**src/rtl/mer_pkg.sv**
```systemverilog
// Shared constants and types for the midpoint ellipse rasterizer.
// No dependencies; every other file in rtl/ refers to this package.
`timescale 1ns / 1ps

package mer_pkg;

  // Default semi-axis width; the top level hands it down as RADIUS_BITS.
  localparam int RADIUS_BITS_DEF = 10;

  localparam int CENTER_W   = 11;
  localparam int COORD_W    = 12;
  localparam int CFG_IDX_W  = 2;
  // Wide enough for the largest legal RADIUS_BITS.
  localparam int CFG_DATA_W = 16;

  // Configuration register indexes
  localparam logic [CFG_IDX_W-1:0] REG_RADIUS_X = 2'd0;
  localparam logic [CFG_IDX_W-1:0] REG_RADIUS_Y = 2'd1;
  localparam logic [CFG_IDX_W-1:0] REG_CENTER_X = 2'd2;
  localparam logic [CFG_IDX_W-1:0] REG_CENTER_Y = 2'd3;

  // Cycles the setup products need to settle after a register write or reset.
  localparam int SETTLE_CYCLES = 3;
  localparam int SETTLE_W      = 2;

  // One step's outcome, from the step datapath to the result register.
  typedef struct packed {
    logic                       present;
    logic signed [COORD_W-1:0]  right_x;
    logic signed [COORD_W-1:0]  left_x;
    logic signed [COORD_W-1:0]  upper_y;
    logic signed [COORD_W-1:0]  lower_y;
    logic                       region;
    logic                       last;
  } point_t;

endpackage

```
**src/rtl/mer_if.sv**
```systemverilog
// Channel interfaces of the midpoint ellipse rasterizer: step, result, config.
// Depends on mer_pkg for field widths.
`timescale 1ns / 1ps

interface mer_step_if;
  logic valid;
  logic ready;
  logic restart;

  modport source (output valid, output restart, input ready);
  modport sink   (input valid, input restart, output ready);
endinterface

interface mer_result_if;
  logic                               valid;
  logic                               ready;
  logic signed [mer_pkg::COORD_W-1:0] right_x;
  logic signed [mer_pkg::COORD_W-1:0] left_x;
  logic signed [mer_pkg::COORD_W-1:0] upper_y;
  logic signed [mer_pkg::COORD_W-1:0] lower_y;
  logic                               region;
  logic                               last;

  modport source (output valid, output right_x, output left_x, output upper_y,
                  output lower_y, output region, output last, input ready);
  modport sink   (input valid, input right_x, input left_x, input upper_y,
                  input lower_y, input region, input last, output ready);
endinterface

interface mer_cfg_if;
  logic                              valid;
  logic                              ready;
  logic [mer_pkg::CFG_IDX_W-1:0]     index;
  logic [mer_pkg::CFG_DATA_W-1:0]    data;

  modport source (output valid, output index, output data, input ready);
  modport sink   (input valid, input index, input data, output ready);
endinterface

```
**src/rtl/midpoint_ellipse_rasterizer_unit.sv**
```systemverilog
// Midpoint ellipse rasterizer: at most one ellipse point per step transfer, as four
// mirrored coordinates. An item passes an input register and then the result
// register, and the unit takes one step per clock while results are taken:
// the walk state updates in the same cycle with adds only. After reset and
// after every config write the step channel holds ready low while the setup
// stages recompute the squared radii, rx^2*ry, ry^2*rx and the initial
// decision values. Config writes apply at the next restart. Depends on mer_pkg,
// mer_if, mer_setup and mer_step.
`timescale 1ns / 1ps

module midpoint_ellipse_rasterizer_unit #(
  parameter int RADIUS_BITS = mer_pkg::RADIUS_BITS_DEF
) (
  input  logic                 clk,
  input  logic                 rst,
  mer_step_if.sink             step,
  mer_result_if.source         result,
  mer_cfg_if.sink              cfg
);

  localparam int SQ_W  = 2 * RADIUS_BITS;
  localparam int CU_W  = 3 * RADIUS_BITS;
  localparam int DEC_W = 4 * RADIUS_BITS;

  // config registers
  logic [RADIUS_BITS-1:0]               radius_x;
  logic [RADIUS_BITS-1:0]               radius_y;
  logic signed [mer_pkg::CENTER_W-1:0]  center_x;
  logic signed [mer_pkg::CENTER_W-1:0]  center_y;
  logic [mer_pkg::SETTLE_W-1:0]         settle;

  logic [RADIUS_BITS-1:0]  rx;
  logic [RADIUS_BITS-1:0]  ry;
  logic [SQ_W-1:0]         rx2;
  logic [SQ_W-1:0]         ry2;
  logic [CU_W-1:0]         rx2ry;
  logic [CU_W-1:0]         ry2rx;
  logic signed [DEC_W-1:0] dinit1;
  logic signed [DEC_W-1:0] dinit2;

  logic            in_valid;
  logic            in_restart;
  logic            advance;
  logic            settled;
  mer_pkg::point_t point;
  mer_pkg::point_t res_q;
  logic            res_valid;

  assign cfg.ready = 1'b1;
  assign settled   = (settle == '0);
  assign advance   = in_valid && settled && (!res_valid || result.ready);
  assign step.ready = settled && (!in_valid || advance);

  always_ff @(posedge clk) begin
    if (rst) begin
      radius_x <= RADIUS_BITS'(1);
      radius_y <= RADIUS_BITS'(1);
      center_x <= '0;
      center_y <= '0;
      settle   <= mer_pkg::SETTLE_W'(mer_pkg::SETTLE_CYCLES);
    end else if (cfg.valid) begin
      unique case (cfg.index)
        mer_pkg::REG_RADIUS_X: radius_x <= cfg.data[RADIUS_BITS-1:0];
        mer_pkg::REG_RADIUS_Y: radius_y <= cfg.data[RADIUS_BITS-1:0];
        mer_pkg::REG_CENTER_X: center_x <= cfg.data[mer_pkg::CENTER_W-1:0];
        mer_pkg::REG_CENTER_Y: center_y <= cfg.data[mer_pkg::CENTER_W-1:0];
      endcase
      settle <= mer_pkg::SETTLE_W'(mer_pkg::SETTLE_CYCLES);
    end else if (!settled) begin
      settle <= settle - mer_pkg::SETTLE_W'(1);
    end
  end

  mer_setup #(.RADIUS_BITS(RADIUS_BITS)) u_setup (
    .clk      (clk),
    .radius_x (radius_x),
    .radius_y (radius_y),
    .rx       (rx),
    .ry       (ry),
    .rx2      (rx2),
    .ry2      (ry2),
    .rx2ry    (rx2ry),
    .ry2rx    (ry2rx),
    .dinit1   (dinit1),
    .dinit2   (dinit2)
  );

  // input register
  always_ff @(posedge clk) begin
    if (rst) begin
      in_valid <= 1'b0;
    end else if (step.valid && step.ready) begin
      in_valid <= 1'b1;
    end else if (advance) begin
      in_valid <= 1'b0;
    end
  end

  always_ff @(posedge clk) begin
    if (step.valid && step.ready) begin
      in_restart <= step.restart;
    end
  end

  mer_step #(.RADIUS_BITS(RADIUS_BITS)) u_step (
    .clk        (clk),
    .rst        (rst),
    .advance    (advance),
    .restart    (in_restart),
    .cfg_rx     (rx),
    .cfg_ry     (ry),
    .cfg_rx2    (rx2),
    .cfg_ry2    (ry2),
    .cfg_rx2ry  (rx2ry),
    .cfg_ry2rx  (ry2rx),
    .cfg_dinit1 (dinit1),
    .cfg_dinit2 (dinit2),
    .cfg_cx     (center_x),
    .cfg_cy     (center_y),
    .point      (point)
  );

  // result register; a step after the last point produces no transfer
  always_ff @(posedge clk) begin
    if (rst) begin
      res_valid <= 1'b0;
    end else if (advance) begin
      res_valid <= point.present;
    end else if (result.ready) begin
      res_valid <= 1'b0;
    end
  end

  always_ff @(posedge clk) begin
    if (advance) begin
      res_q <= point;
    end
  end

  assign result.valid   = res_valid;
  assign result.right_x = res_q.right_x;
  assign result.left_x  = res_q.left_x;
  assign result.upper_y = res_q.upper_y;
  assign result.lower_y = res_q.lower_y;
  assign result.region  = res_q.region;
  assign result.last    = res_q.last;

endmodule

```
**src/rtl/mer_setup.sv**
```systemverilog
// Per-ellipse constants: squared radii, cubic products and the two initial
// decision values, computed from the radius registers over three stages.
// Depends on mer_pkg.
`timescale 1ns / 1ps

module mer_setup #(
  parameter int RADIUS_BITS = mer_pkg::RADIUS_BITS_DEF
) (
  input  logic                            clk,
  input  logic [RADIUS_BITS-1:0]          radius_x,
  input  logic [RADIUS_BITS-1:0]          radius_y,
  output logic [RADIUS_BITS-1:0]          rx,
  output logic [RADIUS_BITS-1:0]          ry,
  output logic [2*RADIUS_BITS-1:0]        rx2,
  output logic [2*RADIUS_BITS-1:0]        ry2,
  output logic [3*RADIUS_BITS-1:0]        rx2ry,
  output logic [3*RADIUS_BITS-1:0]        ry2rx,
  output logic signed [4*RADIUS_BITS-1:0] dinit1,
  output logic signed [4*RADIUS_BITS-1:0] dinit2
);

  localparam int SQ_W  = 2 * RADIUS_BITS;
  localparam int CU_W  = 3 * RADIUS_BITS;
  localparam int DEC_W = 4 * RADIUS_BITS;

  logic [RADIUS_BITS-1:0] rx_eff;
  logic [RADIUS_BITS-1:0] ry_eff;
  logic signed [DEC_W-1:0] rx2_d;
  logic signed [DEC_W-1:0] ry2_d;
  logic signed [DEC_W-1:0] rx2ry_d;
  logic signed [DEC_W-1:0] ry2rx_d;

  // A zero radius is treated as one.
  assign rx_eff = (radius_x == '0) ? RADIUS_BITS'(1) : radius_x;
  assign ry_eff = (radius_y == '0) ? RADIUS_BITS'(1) : radius_y;

  assign rx2_d   = DEC_W'(rx2);
  assign ry2_d   = DEC_W'(ry2);
  assign rx2ry_d = DEC_W'(rx2ry);
  assign ry2rx_d = DEC_W'(ry2rx);

  always_ff @(posedge clk) begin
    rx    <= rx_eff;
    ry    <= ry_eff;
    rx2   <= SQ_W'(rx_eff) * SQ_W'(rx_eff);
    ry2   <= SQ_W'(ry_eff) * SQ_W'(ry_eff);
    rx2ry <= CU_W'(rx2) * CU_W'(ry);
    ry2rx <= CU_W'(ry2) * CU_W'(rx);
    // d1 = ry^2 - rx^2*ry + rx^2/4, d2 = rx^2 - rx*ry^2 + ry^2/4
    dinit1 <= ry2_d - rx2ry_d + (rx2_d >>> 2);
    dinit2 <= rx2_d - ry2rx_d + (ry2_d >>> 2);
  end

endmodule

```
**src/rtl/mer_step.sv**
```systemverilog
// Walk state and combinational step datapath of the midpoint ellipse walk.
// Products ry^2*x and rx^2*y are kept as running sums. Depends on mer_pkg.
`timescale 1ns / 1ps

module mer_step #(
  parameter int RADIUS_BITS = mer_pkg::RADIUS_BITS_DEF
) (
  input  logic                                 clk,
  input  logic                                 rst,
  input  logic                                 advance,
  input  logic                                 restart,
  input  logic [RADIUS_BITS-1:0]               cfg_rx,
  input  logic [RADIUS_BITS-1:0]               cfg_ry,
  input  logic [2*RADIUS_BITS-1:0]             cfg_rx2,
  input  logic [2*RADIUS_BITS-1:0]             cfg_ry2,
  input  logic [3*RADIUS_BITS-1:0]             cfg_rx2ry,
  input  logic [3*RADIUS_BITS-1:0]             cfg_ry2rx,
  input  logic signed [4*RADIUS_BITS-1:0]      cfg_dinit1,
  input  logic signed [4*RADIUS_BITS-1:0]      cfg_dinit2,
  input  logic signed [mer_pkg::CENTER_W-1:0]  cfg_cx,
  input  logic signed [mer_pkg::CENTER_W-1:0]  cfg_cy,
  output mer_pkg::point_t                      point
);

  localparam int SQ_W  = 2 * RADIUS_BITS;
  localparam int CU_W  = 3 * RADIUS_BITS;
  localparam int DEC_W = 4 * RADIUS_BITS;
  localparam int OFF_W = RADIUS_BITS + 2;
  localparam int P_W   = CU_W + 2;
  localparam int CW    = mer_pkg::COORD_W;

  localparam logic [1:0] PH_ONE  = 2'd0;
  localparam logic [1:0] PH_TWO  = 2'd1;
  localparam logic [1:0] PH_DONE = 2'd2;

  // walk state
  logic [1:0]              phase;
  logic signed [OFF_W-1:0] off_x;
  logic signed [OFF_W-1:0] off_y;
  logic signed [P_W-1:0]   acc_a;    // ry^2 * off_x
  logic signed [P_W-1:0]   acc_b;    // rx^2 * off_y
  logic signed [DEC_W-1:0] decision;

  // constants latched at restart
  logic signed [mer_pkg::CENTER_W-1:0] use_cx;
  logic signed [mer_pkg::CENTER_W-1:0] use_cy;
  logic [RADIUS_BITS-1:0]  use_rx;
  logic [SQ_W-1:0]         use_rx2;
  logic [SQ_W-1:0]         use_ry2;
  logic [CU_W-1:0]         use_ry2rx;
  logic signed [DEC_W-1:0] use_dinit2;

  // selected for this step
  logic signed [mer_pkg::CENTER_W-1:0] sel_cx;
  logic signed [mer_pkg::CENTER_W-1:0] sel_cy;
  logic [RADIUS_BITS-1:0]  sel_rx;
  logic [SQ_W-1:0]         sel_rx2;
  logic [SQ_W-1:0]         sel_ry2;
  logic [CU_W-1:0]         sel_ry2rx;
  logic signed [DEC_W-1:0] sel_dinit2;
  logic signed [P_W-1:0]   rx2_p;
  logic signed [P_W-1:0]   ry2_p;

  logic [1:0]              cur_ph;
  logic signed [OFF_W-1:0] cur_x;
  logic signed [OFF_W-1:0] cur_y;
  logic signed [P_W-1:0]   cur_a;
  logic signed [P_W-1:0]   cur_b;
  logic signed [DEC_W-1:0] cur_d;

  logic [1:0]              phase_next;
  logic signed [OFF_W-1:0] off_x_next;
  logic signed [OFF_W-1:0] off_y_next;
  logic signed [P_W-1:0]   acc_a_next;
  logic signed [P_W-1:0]   acc_b_next;
  logic signed [DEC_W-1:0] decision_next;
  logic                    last_flag;
  logic                    nonneg;
  logic signed [DEC_W-1:0] d_sub;

  always_comb begin
    sel_cx     = restart ? cfg_cx     : use_cx;
    sel_cy     = restart ? cfg_cy     : use_cy;
    sel_rx     = restart ? cfg_rx     : use_rx;
    sel_rx2    = restart ? cfg_rx2    : use_rx2;
    sel_ry2    = restart ? cfg_ry2    : use_ry2;
    sel_ry2rx  = restart ? cfg_ry2rx  : use_ry2rx;
    sel_dinit2 = restart ? cfg_dinit2 : use_dinit2;
    rx2_p      = P_W'($signed({1'b0, sel_rx2}));
    ry2_p      = P_W'($signed({1'b0, sel_ry2}));

    if (restart) begin
      cur_ph = PH_ONE;
      cur_x  = '0;
      cur_y  = OFF_W'($signed({1'b0, cfg_ry}));
      cur_a  = '0;
      cur_b  = P_W'($signed({1'b0, cfg_rx2ry}));
      cur_d  = cfg_dinit1;
    end else begin
      cur_ph = phase;
      cur_x  = off_x;
      cur_y  = off_y;
      cur_a  = acc_a;
      cur_b  = acc_b;
      cur_d  = decision;
    end
  end

  always_comb begin
    nonneg        = ~cur_d[DEC_W-1];
    phase_next    = cur_ph;
    off_x_next    = cur_x;
    off_y_next    = cur_y;
    acc_a_next    = cur_a;
    acc_b_next    = cur_b;
    decision_next = cur_d;
    d_sub         = '0;
    last_flag     = 1'b0;
    unique case (cur_ph)
      PH_ONE: begin
        off_x_next = cur_x + OFF_W'(1);
        acc_a_next = cur_a + ry2_p;
        if (nonneg) begin
          off_y_next = cur_y - OFF_W'(1);
          acc_b_next = cur_b - rx2_p;
          d_sub      = DEC_W'(acc_b_next) <<< 1;
        end
        decision_next = cur_d - d_sub + DEC_W'(ry2_p) + (DEC_W'(acc_a_next) <<< 1);
        if (acc_a_next > acc_b_next) begin
          // slope passed -1: restart from (rx, 0) in region two
          phase_next    = PH_TWO;
          off_x_next    = OFF_W'($signed({1'b0, sel_rx}));
          off_y_next    = '0;
          acc_a_next    = P_W'($signed({1'b0, sel_ry2rx}));
          acc_b_next    = '0;
          decision_next = sel_dinit2;
        end
      end
      PH_TWO: begin
        off_y_next = cur_y + OFF_W'(1);
        acc_b_next = cur_b + rx2_p;
        if (nonneg) begin
          off_x_next = cur_x - OFF_W'(1);
          acc_a_next = cur_a - ry2_p;
          d_sub      = DEC_W'(acc_a_next) <<< 1;
        end
        decision_next = cur_d - d_sub + DEC_W'(rx2_p) + (DEC_W'(acc_b_next) <<< 1);
        if (!(acc_a_next > acc_b_next)) begin
          phase_next = PH_DONE;
          last_flag  = 1'b1;
        end
      end
      default: begin
        phase_next = cur_ph;
      end
    endcase
  end

  always_comb begin
    point.present = (cur_ph != PH_DONE);
    point.right_x = CW'(sel_cx) + CW'(cur_x);
    point.left_x  = CW'(sel_cx) - CW'(cur_x);
    point.upper_y = CW'(sel_cy) + CW'(cur_y);
    point.lower_y = CW'(sel_cy) - CW'(cur_y);
    point.region  = (cur_ph == PH_TWO);
    point.last    = last_flag;
  end

  always_ff @(posedge clk) begin
    if (rst) begin
      phase <= PH_DONE;
    end else if (advance) begin
      phase <= phase_next;
    end
  end

  always_ff @(posedge clk) begin
    if (advance) begin
      off_x    <= off_x_next;
      off_y    <= off_y_next;
      acc_a    <= acc_a_next;
      acc_b    <= acc_b_next;
      decision <= decision_next;
    end
    if (advance && restart) begin
      use_cx     <= cfg_cx;
      use_cy     <= cfg_cy;
      use_rx     <= cfg_rx;
      use_rx2    <= cfg_rx2;
      use_ry2    <= cfg_ry2;
      use_ry2rx  <= cfg_ry2rx;
      use_dinit2 <= cfg_dinit2;
    end
  end

endmodule

```
**src/flat_wrapper.sv**
```systemverilog
// flat-port wrapper written by rule: the top's interface ports become plain ports
module midpoint_ellipse_rasterizer_unit_flat 
#(
  parameter int RADIUS_BITS = mer_pkg::RADIUS_BITS_DEF
)
  (clk, rst, step_valid, step_restart, step_ready, result_valid, result_right_x, result_left_x, result_upper_y, result_lower_y, result_region, result_last, result_ready, cfg_valid, cfg_index, cfg_data, cfg_ready);
  mer_step_if step_i ();
  mer_result_if result_i ();
  mer_cfg_if cfg_i ();
  input  logic clk;
  input  logic rst;
  input wire logic [$bits(step_i.valid)-1:0] step_valid;
  input wire logic [$bits(step_i.restart)-1:0] step_restart;
  output wire logic [$bits(step_i.ready)-1:0] step_ready;
  output wire logic [$bits(result_i.valid)-1:0] result_valid;
  output wire logic [$bits(result_i.right_x)-1:0] result_right_x;
  output wire logic [$bits(result_i.left_x)-1:0] result_left_x;
  output wire logic [$bits(result_i.upper_y)-1:0] result_upper_y;
  output wire logic [$bits(result_i.lower_y)-1:0] result_lower_y;
  output wire logic [$bits(result_i.region)-1:0] result_region;
  output wire logic [$bits(result_i.last)-1:0] result_last;
  input wire logic [$bits(result_i.ready)-1:0] result_ready;
  input wire logic [$bits(cfg_i.valid)-1:0] cfg_valid;
  input wire logic [$bits(cfg_i.index)-1:0] cfg_index;
  input wire logic [$bits(cfg_i.data)-1:0] cfg_data;
  output wire logic [$bits(cfg_i.ready)-1:0] cfg_ready;
  assign step_i.valid = step_valid;
  assign step_i.restart = step_restart;
  assign step_ready = step_i.ready;
  assign result_valid = result_i.valid;
  assign result_right_x = result_i.right_x;
  assign result_left_x = result_i.left_x;
  assign result_upper_y = result_i.upper_y;
  assign result_lower_y = result_i.lower_y;
  assign result_region = result_i.region;
  assign result_last = result_i.last;
  assign result_i.ready = result_ready;
  assign cfg_i.valid = cfg_valid;
  assign cfg_i.index = cfg_index;
  assign cfg_i.data = cfg_data;
  assign cfg_ready = cfg_i.ready;
  midpoint_ellipse_rasterizer_unit #(.RADIUS_BITS(RADIUS_BITS)) u_core (.clk(clk), .rst(rst), .step(step_i), .result(result_i), .cfg(cfg_i));
endmodule
```
**config.mk**
```make
export PLATFORM = sky130hd
export DESIGN_NAME = midpoint_ellipse_rasterizer_unit_flat
export DESIGN_NICKNAME = d
export VERILOG_FILES = /design/src/rtl/mer_pkg.sv /design/src/rtl/mer_if.sv /design/src/rtl/midpoint_ellipse_rasterizer_unit.sv /design/src/rtl/mer_setup.sv /design/src/rtl/mer_step.sv /design/src/flat_wrapper.sv
export SDC_FILE = /design/constraint.sdc
export NUM_CORES = 2
export LEC_CHECK = 0
export ABC_AREA = 1
export BUFFER_PORTS_ARGS = -buffer_cell sky130_fd_sc_hd__buf_2
export CELL_PAD_IN_SITES_DETAIL_PLACEMENT = 0
export CELL_PAD_IN_SITES_GLOBAL_PLACEMENT = 1
export CORE_ASPECT_RATIO = 0.6
export CORE_MARGIN = 2
export CORE_UTILIZATION = 53
export DETAILED_ROUTE_END_ITERATION = 10
export MAX_ROUTING_LAYER = met4
export PLACE_DENSITY = 0.85
export SLEW_MARGIN = 25
export SYNTH_ARGS = -nofsm -noshare
export SYNTH_HDL_FRONTEND = slang
export SYNTH_HIERARCHICAL = 1
export SYNTH_SLANG_ARGS = --single-unit
export TNS_END_PERCENT = 30
```
**constraint.sdc**
```tcl
create_clock -name clk -period 13.5 [get_ports clk]
set_input_delay 1.35 -clock clk [delete_from_list [all_inputs] [get_ports clk]]
set_output_delay 1.35 -clock clk [all_outputs]
set_load 0.02 [all_outputs]
```
==> results.json <==
{
  "run_status": "completed",
  "final_hold_viol_count": 0,
  "cts.clk_slew.worst_paths_ps": 80,
  "synth_simple_gate_area_share_pct": 22.7,
  "ctsResizeCount": 0,
  "worst_hold_path.num_cells": 0,
  "synth_flop_cell": "edfxtp_1",
  "grt_setup_unrepaired": "no",
  "maxCapViolations": 0,
  "yosysSeqAreaShare_pct": 22.2,
  "vias_in_the_first_global_route": 56600,
  "critical_path.most_common_cell": "nand3_1",
  "place.port_buffers": 70,
  "drive_gt1_share_pct": 5.99,
  "synth_compound_area_share_pct": 11.2,
  "ant_nets": 0,
  "dpl_cell_area_um2": 66600,
  "number_of_pins_with_negative_max_slew_slack_in_the_final_report": 0,
  "cp.required_ps": 13950,
  "worst_ep_arrival_time_ps": 9950,
  "drc": 0,
  "yosys_warnings": 6,
  "placedCellCount": 10300,
  "p_sw_w": 0.00576,
  "synth.area.top_cells": "fa_1 15%, edfxtp_1 15%, nand2_1 12%",
  "ff_latch_area_um2": 14300,
  "cts-root-buf": "clkbuf_16",
  "avgSynthCellArea_um2": 7.36,
  "setup_viol": 0,
  "totalNegativeSetupSlack_ps": 0,
  "fp.dieW_um": 455,
  "dp_hpwl_um": 210000,
  "detail_route.vias_per_cell": 5.86,
  "grt_pass1_wl_um": 378000,
  "route.vias.total": 61100,
  "worst-setup-path-type": "flop to flop",
  "pwr-share-comb_pct": 63.2,
  "worstHoldPathType": "flop to flop",
  "number_of_library_cell_types_mapped_by_synthesis": 72,
  "register_bit_count_reported_by_yosys": 556,
  "cp_slowest_cell": "xor2_1",
  "multi_input_comb_area_um2": 42700,
  "detail_route.iter0.violations": 8937,
  "power_density_nw_per_um2": 159,
  "timing_worst_slew_pin_value_ps": 1240,
  "largest_net_degree_at_the_start_of_global_routing": 78,
  "timing.reg2reg.setup_slack_ps": 4000,
  "share_clk_of_total_power_pct": 16.5,
  "critical_path.reg2reg.endpoint": "u_core/u_step/off_x[4]",
  "postCtsHoldBufs": 0,
  "gr-total-overflow": 0,
  "worst_r2r_startpoint": "u_core/in_restart",
  "cts-buffers-inserted": 60,
  "clk-insertion-delay-late_ps": 720,
  "post_route_cell_area_um2": 68700,
  "yosys.area.top_type": "fa_1",
  "switching_power_share_of_the_total_pct": 52.9,
  "cp_slowest_stage_delay_ps": 820,
  "worst_setup_path_start_kind": "flop",
  "area_growth_pct": 6.41,
  "critical_path.endpoint_type": "flop",
  "drt_pass1_iterations": 7,
  "final_cells": 10400,
  "setup_repair_bufs_after_cts": 0,
  "row_count": 99,
  "peakVddDrop_mv": 0.129,
  "post_drt_wl_per_cell_um": 25.1,
  "share_seq_of_total_power_pct": 20.2,
  "design.portCount": 77,
  "remaining_max_slew_budget_at_the_tightest_pin_pct": 16.7,
  "synth-adder-area-share_pct": 27.1,
  "antenna_found_initial": 21,
  "cts-htree-levels": 2,
  "core-area_um2": 121000,
  "fmaxAchievable_mhz": 105,
  "synth_top_cell_area_share_pct": 15.3,
  "timing.final.crit_share_pct": 70.4,
  "synth_mux_area_share_pct": 0.341,
  "total_leakage_power_nw": 36.6,
  "clock_path_buffers": 3,
  "worstHoldStart": "u_core/u_setup/dinit2[31]",
  "floorplan.initialDensity_pct": 53.3,
  "reg2reg_depth": 28,
  "synth.cell_area_um2": 64600,
  "min_delay_worst_endpoint": "u_core/u_step/use_dinit2[31]",
  "tritoncts": "built",
  "number_of_enable_type_register_cells_in_the_synthesized_netlist": 321,
  "totalWireLength_um": 262000,
  "gp_routability_congestion": 1.09,
  "chipHeight_um": 274,
  "yosys.area_share.xor_xnor_pct": 4.60,
  "critical_path.max_fanout": 65,
  "power.internal_w": 0.00513,
  "design.final.nets": 9869,
  "crit_path_start": "u_core/in_restart",
  "tritoncts_num_sinks": 556,
  "skew_ps": 63.0,
  "ys_async_sr_fraction_pct": 0,
  "floorplan.die_area_um2": 125000,
  "combinational_family_with_the_most_area_after_synthesis": "adder cells",
  "final.fill_count": 11700,
  "grt_usage_pct": 42.9,
  "postSynthCellCount": 8779,
  "fin_crit_ps": 9500
}
## final cells by class
cell class                 count  share of cell area [%]
sequential                   556                    20.9
antenna                       18                  0.0656
timing repair buffer         190                    1.84
clock inverter                36                   0.519
inverter                    1678                    9.19
clock buffer                  76                    2.48
multi-input combinational   6258                    62.1
tap                         1616                    2.94
## per-stage QoR
stage | utilization, % | total power [W] | hold slack, ps | setup slack, ps
finish | 56.7 | 0.0109 | 429 | 4000
global route | 56.7 | 0.0115 | 438 | 3870
CTS | 56.7 | 0.0106 | 430 | 4480
detailed placement | 55.0 | 0.00871 | 413 | 4490
global placement | 55.0 | 0.00866 | 413 | 4600
floorplan | - | 0.00656 | 408 | 4850
## how the worst max path moves through the flow
| stage | to | slack [ps] |
|---|---|---|
| CTS | u_core/u_step/acc_a[22] | 4480 |
| global route | u_core/u_step/acc_a[19] | 3870 |
| finish | u_core/u_step/off_x[4] | 4000 |
| global placement | u_core/u_step/acc_a[22] | 4600 |
| floorplan | u_core/u_step/use_cx[0] | 4850 |
| detailed placement | u_core/u_step/acc_a[22] | 4490 |
## power by group through the flow
stage	sequential, W	clock, W	combinational, W
floorplan	0.00213	0	0.00443
global placement	0.00223	0	0.00643
detailed placement	0.00223	0	0.00648
CTS	0.00220	0.00182	0.00654
global route	0.00222	0.00188	0.00742
finish	0.00221	0.00180	0.00689
## flip-flops by register name, summed over array words and instances, names as in the netlist, 11 cells and up
register                  cells
u_core/u_step/use_dinit2     40
u_core/result.upper_y        12
u_core/result.left_x         12
u_core/u_step/use_rx2        20
u_core/u_setup/ry2rx         30
u_core/u_setup/dinit2        40
u_core/result.right_x        12
u_core/u_step/use_ry2rx      30
u_core/u_setup/dinit1        32
u_core/u_step/decision       40
u_core/u_setup/ry2           19
u_core/u_step/use_cy         11
u_core/center_x              11
u_core/u_setup/rx2ry         29
u_core/u_step/acc_b          32
u_core/u_setup/rx2           19
u_core/result.lower_y        12
u_core/u_step/acc_a          32
u_core/u_step/off_y          12
u_core/center_y              11
u_core/u_step/use_ry2        20
u_core/u_step/off_x          12
u_core/u_step/use_cx         11
## critical path: cells and delay by family, from the launching register on
family	cells	cell delay, ps
fa+ha+maj	2	820
compound gates	3	1400
xor+xnor	1	820
simple gates	16	3110
buf+inv	6	2650
flops	1	330
## cells in the final DEF, fill, tap and decap left out, types with 32 or more instances in the layout
cell and count:
a21oi_1 480, o21ai_1 32, o21ai_0 457, buf_2 70, nor3_1 74, nand2_1 2071, xnor2_1 87, a21o_1 33
edfxtp_1 321, o221ai_1 38, ha_1 608, nor2_1 696, xor2_1 252, nand3_1 363, inv_1 1648, dfxtp_1 232
o211ai_1 43, clkbuf_16 65, fa_1 493, or2_2 74, a31oi_1 50, nand4_1 73, o21bai_1 44, buf_4 118
## metal layers
metal / routed length [um] / track usage [%] / vias to the layer above
met5: 0 / - / -
met4: 4990 / 7.96 / 0
met3: 47700 / 21.1 / 287
met2: 90600 / 50.0 / 3925
met1: 118000 / 64.1 / 29300
li1: - / - / 27600
## cells in the mapped netlist, types with 25 or more instances
library cell / instances
nor2_2: 30
a21o_1: 33
edfxtp_1: 321
dfxtp_1: 235
xor2_1: 252
nor2_1: 698
inv_1: 1651
or2_2: 74
nor3_1: 74
nand2_1: 2073
a21oi_1: 483
buf_1: 27
o211ai_1: 43
buf_2: 63
buf_4: 25
o21ai_0: 466
nand3_1: 364
xnor2_1: 87
nand4_1: 73
fa_1: 493
o221ai_1: 38
a31oi_1: 50
o21bai_1: 44
ha_1: 608
clkbuf_1: 171
## cell families (layout without fill, tap and decap cells)
family	Yosys count	count (layout)
other cells	3	31
buf+inv	1975	1980
mux	22	22
flops	556	556
fa+ha+maj	1101	1101
compound gates	1278	1278
simple gates	3505	3505
xor+xnor	339	339
No activity file was read; power rests on OpenSTA's default activity.
